File: src/hw/rtl/tlb_pkg.sv
// ----------------------------------------------------------------------------
// tlb_pkg: shared types and constants of the tour lower-bound engine
// Field widths, command codes, the cost-table entry layout and the result
// bundle of the two-cheapest-road tracker.
// ----------------------------------------------------------------------------
package tlb_pkg;

  localparam int COST_W  = 32;
  localparam int BOUND_W = 50;
  localparam int CITY_W  = 6;
  localparam int COUNT_W = 7;

  localparam logic [COUNT_W-1:0] COUNT_RESET = 7'd64;

  localparam logic signed [BOUND_W-1:0] BOUND_MAX = {1'b0, {(BOUND_W-1){1'b1}}};
  localparam logic signed [BOUND_W-1:0] BOUND_MIN = {1'b1, {(BOUND_W-1){1'b0}}};

  typedef enum logic [1:0] {
    CMD_WRITE   = 2'd0,
    CMD_INITIAL = 2'd1,
    CMD_EXTEND  = 2'd2
  } cmd_e;

  // One cost-table entry: present mark and Q24.8 cost.
  typedef struct packed {
    logic              present;
    logic [COST_W-1:0] cost;
  } entry_t;

  // Roads seen so far (saturates at two) and the two cheapest of them.
  typedef struct packed {
    logic [1:0]        count;
    logic [COST_W-1:0] min1;
    logic [COST_W-1:0] min2;
  } two_min_t;

endpackage

File: src/hw/rtl/tlb_two_min.sv
// ----------------------------------------------------------------------------
// tlb_two_min: two-cheapest-road tracker
// Takes one road cost per enabled cycle and keeps the two cheapest seen since
// the last restart, plus a count of roads seen (saturating at two).
// ----------------------------------------------------------------------------
module tlb_two_min (
  input  logic                       clk_i,
  input  logic                       rst_ni,
  input  logic                       restart_i,
  input  logic                       en_i,
  input  logic [tlb_pkg::COST_W-1:0] cost_i,
  output tlb_pkg::two_min_t          res_o
);

  tlb_pkg::two_min_t res_q;
  tlb_pkg::two_min_t res_d;
  tlb_pkg::two_min_t base;

  always_comb begin
    // restart folds into this cycle's update, so a fresh walk can begin at once
    base  = restart_i ? '0 : res_q;
    res_d = base;
    if (en_i) begin
      if (base.count == 2'd0) begin
        res_d.min1  = cost_i;
        res_d.count = 2'd1;
      end else if (cost_i < base.min1) begin
        res_d.min2  = base.min1;
        res_d.min1  = cost_i;
        res_d.count = 2'd2;
      end else if (base.count == 2'd1 || cost_i < base.min2) begin
        res_d.min2  = cost_i;
        res_d.count = 2'd2;
      end
    end
  end

  always_ff @(posedge clk_i or negedge rst_ni) begin
    if (!rst_ni) begin
      res_q <= '0;
    end else begin
      res_q <= res_d;
    end
  end

  assign res_o = res_q;

endmodule

File: config.mk
export PLATFORM = sky130hd
export DESIGN_NAME = tlb_two_min
export DESIGN_NICKNAME = d
export VERILOG_FILES = /design/src/hw/rtl/tlb_pkg.sv /design/src/hw/rtl/tlb_two_min.sv
export SDC_FILE = /design/constraint.sdc
export NUM_CORES = 1
export LEC_CHECK = 0
export BUFFER_PORTS_ARGS = -buffer_cell sky130_fd_sc_hd__buf_2
export CORE_UTILIZATION = 60
export DETAILED_ROUTE_END_ITERATION = 8
export PLACE_DENSITY = 0.87
export SYNTH_ARGS = -nofsm -noshare
export SYNTH_HDL_FRONTEND = slang
export SYNTH_SLANG_ARGS = --single-unit
File: constraint.sdc
create_clock -name clk_i -period 4.6 [get_ports clk_i]
set_input_delay 0.46 -clock clk_i [delete_from_list [all_inputs] [get_ports clk_i]]
set_output_delay 0.46 -clock clk_i [all_outputs]
set_load 0.005 [all_outputs]
==> results.ini <==
[placement]
place_hpwl_um=8370
dpl-instance-area_um2=5360
portBuffers=101
gp_congestion=0.855
dp_cells=674

[timing]
setup_tns_ns=0
fmax_mhz=271
period_needed_ns=3.69
drv_slew=0
relSlewSlack=0.426
skew_ns=0.00958
whs_ns=0.310
rsz0062_at_grt=no
setup_viol_count_final=0
tightestPinTransition_ns=0.860
fin_crit_sh=0.802
hold_viol=0

[route]
dr.pass1.iters=4
wl_per_cell_um=17.5
drtIter0Drc=280
vias_per_cell=6.10
antenna_left=0
vias=4206
wl_um=12100
remaining_drc_errors=0

[worst_setup_path]
cp.required_ns=4.81
path_buf_inv=3
slowest_delay_ns=0.62
rr_worst_depth=11
crit_path_cell_trace=buf_2, nor2b_1, inv_1, ha_1, a21oi_1, o21ai_0, a221o_1, a2111o_1, nor2_4, o21a_1, buf_4, o221ai_1
crit_type=input pin to flip-flop
path_delay_family=compound AO/OA/AOI/OAI gates
crit_arrival_ns=3.90
crit_path_end_kind=flip-flop
critPathLaunchType=input pin
crit_path_top_delay_cell=buf_2
cp.depth=12
critPathMaxFanout=45

[cells_and_area]
final_util=0.729
num_antenna_cells=0
syn2layout_area_growth_pct=18.5
drive_gt1_frac=0.281
largest_reg_flops=66
nNetsFinal=681
final_cells=690
final_area_um2=5610

[yosys]
syn_inst=486
yosys_register_bits=66
syn_area_um2=4730
yosys_warnings=0
synth_cell_types=42
synth.largest_area_cell=dfrtp_1
synthFlopType=dfrtp_1
synth_top_area_frac=0.349
synth-edff-count=0
synth_nets=584
synth-async-reset-ratio=1.00
synthTopCellsByArea=dfrtp_1, ha_1, mux2_4
syn_area_per_cell_um2=9.74
yosysSeqAreaShare=0.349

[clocking]
cts_tree=done
cts_root_buf=clkbuf_8
cts-buffers-inserted=9
cts_hold_buf=0
h-tree-depth=3
cts_resized=0
clock-sinks=66
cts_setup_buffers=0
insertion_delay_ns=0.35
path_clk_slew_ns=0.08
clockBufferDepth=2

[floorplanning]
die_x_um=90.8
rows=32
dieArea_um2=8250
core_um2=7690
die_h_um=90.8
io_pins=102
initial_utilization=0.616

[min_path]
hp-class=input pin to asynchronous set/reset pin

[grt]
grt_pass1_wl_um=19900
grt_start_max_net_pins=67
track_usage=0.301
grt_pass1_vias=4224
grt_use_met3=0.0480
use_met1=0.389
grt-busiest-layer=met2
grt_overflow=0
use_met2=0.489
antenna_found_initial=0

[run]
maxCapViolations=0

[outcome]
outcome=finished clean

[power_and_ir_drop]
p_per_area_nw_per_um2=314
ir_drop_uv=215
leakage_nw=2.71

==> where the power goes <==
part / internal, mW / switching, mW
Clock: 0.388 / 0.232
Combinational: 0.212 / 0.261
Sequential: 0.634 / 0.0334
==> synthesized netlist by cell type (4+ instances only) <==
library cell,number
o221ai_1,31
a21oi_1,24
and4_1,6
nand2b_1,31
inv_1,34
nand4_1,6
nor2b_1,34
buf_2,4
clkbuf_1,17
nand3_1,38
dfrtp_1,66
nand2_1,43
mux2_4,30
ha_1,62
o21ai_0,11
nor2_1,10
==> per-stage QoR <==
| step | setup WS, ns | power, mW |
|---|---|---|
| finish | 0.909 | 1.76 |
| global route | 0.723 | 1.84 |
| CTS | 0.962 | 1.76 |
| detailed placement | 0.607 | 1.14 |
| global placement | 0.808 | 1.12 |
| floorplan | 1.33 | 0.959 |
==> path summary, 6_finish.rpt <==
path                       startpoint        end  slack [ns]
max                         restart_i   res_o[1]        0.91
min                            rst_ni   res_o[5]        0.31
max reg2reg                 res_o[51]   res_o[1]        1.27
min reg2reg                 res_o[65]  res_o[65]        0.63
max in group asynchronous      rst_ni  res_o[20]        3.74
min in group clk_i         cost_i[27]  res_o[59]        0.40
==> routing by layer <==
| metal | vias up | wire (um) |
|---|---|---|
| met5 | - | 0 |
| met4 | 0 | 347 |
| met3 | 34 | 723 |
| met2 | 178 | 5800 |
| met1 | 2045 | 5220 |
| li1 | 1949 | - |
==> cell type report <==
class | instances | area [um2]
multi-input cells | 360 | 2850
fillers | 565 | 2080
flip-flops and latches | 66 | 1650
repair buffers | 112 | 601
clock buffers | 11 | 151
inverters | 34 | 128
well taps | 102 | 128
clock inverters | 5 | 100
==> kinds of logic after synthesis <==
family / after synthesis / share of synthesized area
simple gates: 178 / 0.203
flops: 66 / 0.349
mux: 32 / 0.0999
compound gates: 88 / 0.131
buf+inv: 60 / 0.0534
fa+ha+maj: 62 / 0.164
==> worst register-to-register path, cell delays in order, from the launching register on <==
cell and delay [ns]:
dfrtp_1 0.34, nor2b_1 0.19, inv_1 0.07, ha_1 0.30
a21oi_1 0.19, o21ai_0 0.16, a221o_1 0.39, a2111o_1 0.50
nor2_4 0.19, o21a_1 0.44, buf_4 0.29, o221ai_1 0.15
==> placed cells by master, fill, tap and decap left out, drive strengths merged, types with 3 or more instances in the layout <==
| master | Yosys | layout |
|---|---|---|
| ha | 62 | 62 |
| nand3 | 38 | 38 |
| o21ai | 13 | 13 |
| a31oi | 3 | 3 |
| nand2 | 43 | 43 |
| buf | 9 | 112 |
| and4 | 6 | 6 |
| inv | 34 | 34 |
| nor2 | 11 | 11 |
| clkbuf | 17 | 11 |
| bufinv | 0 | 3 |
| a21oi | 24 | 24 |
| mux2 | 32 | 32 |
| o221ai | 31 | 31 |
| nand2b | 31 | 31 |
| a21o | 3 | 3 |
| nor2b | 34 | 34 |
| dfrtp | 66 | 66 |
| nand4 | 6 | 6 |
Note: power is estimated with default switching activity, not from simulation.
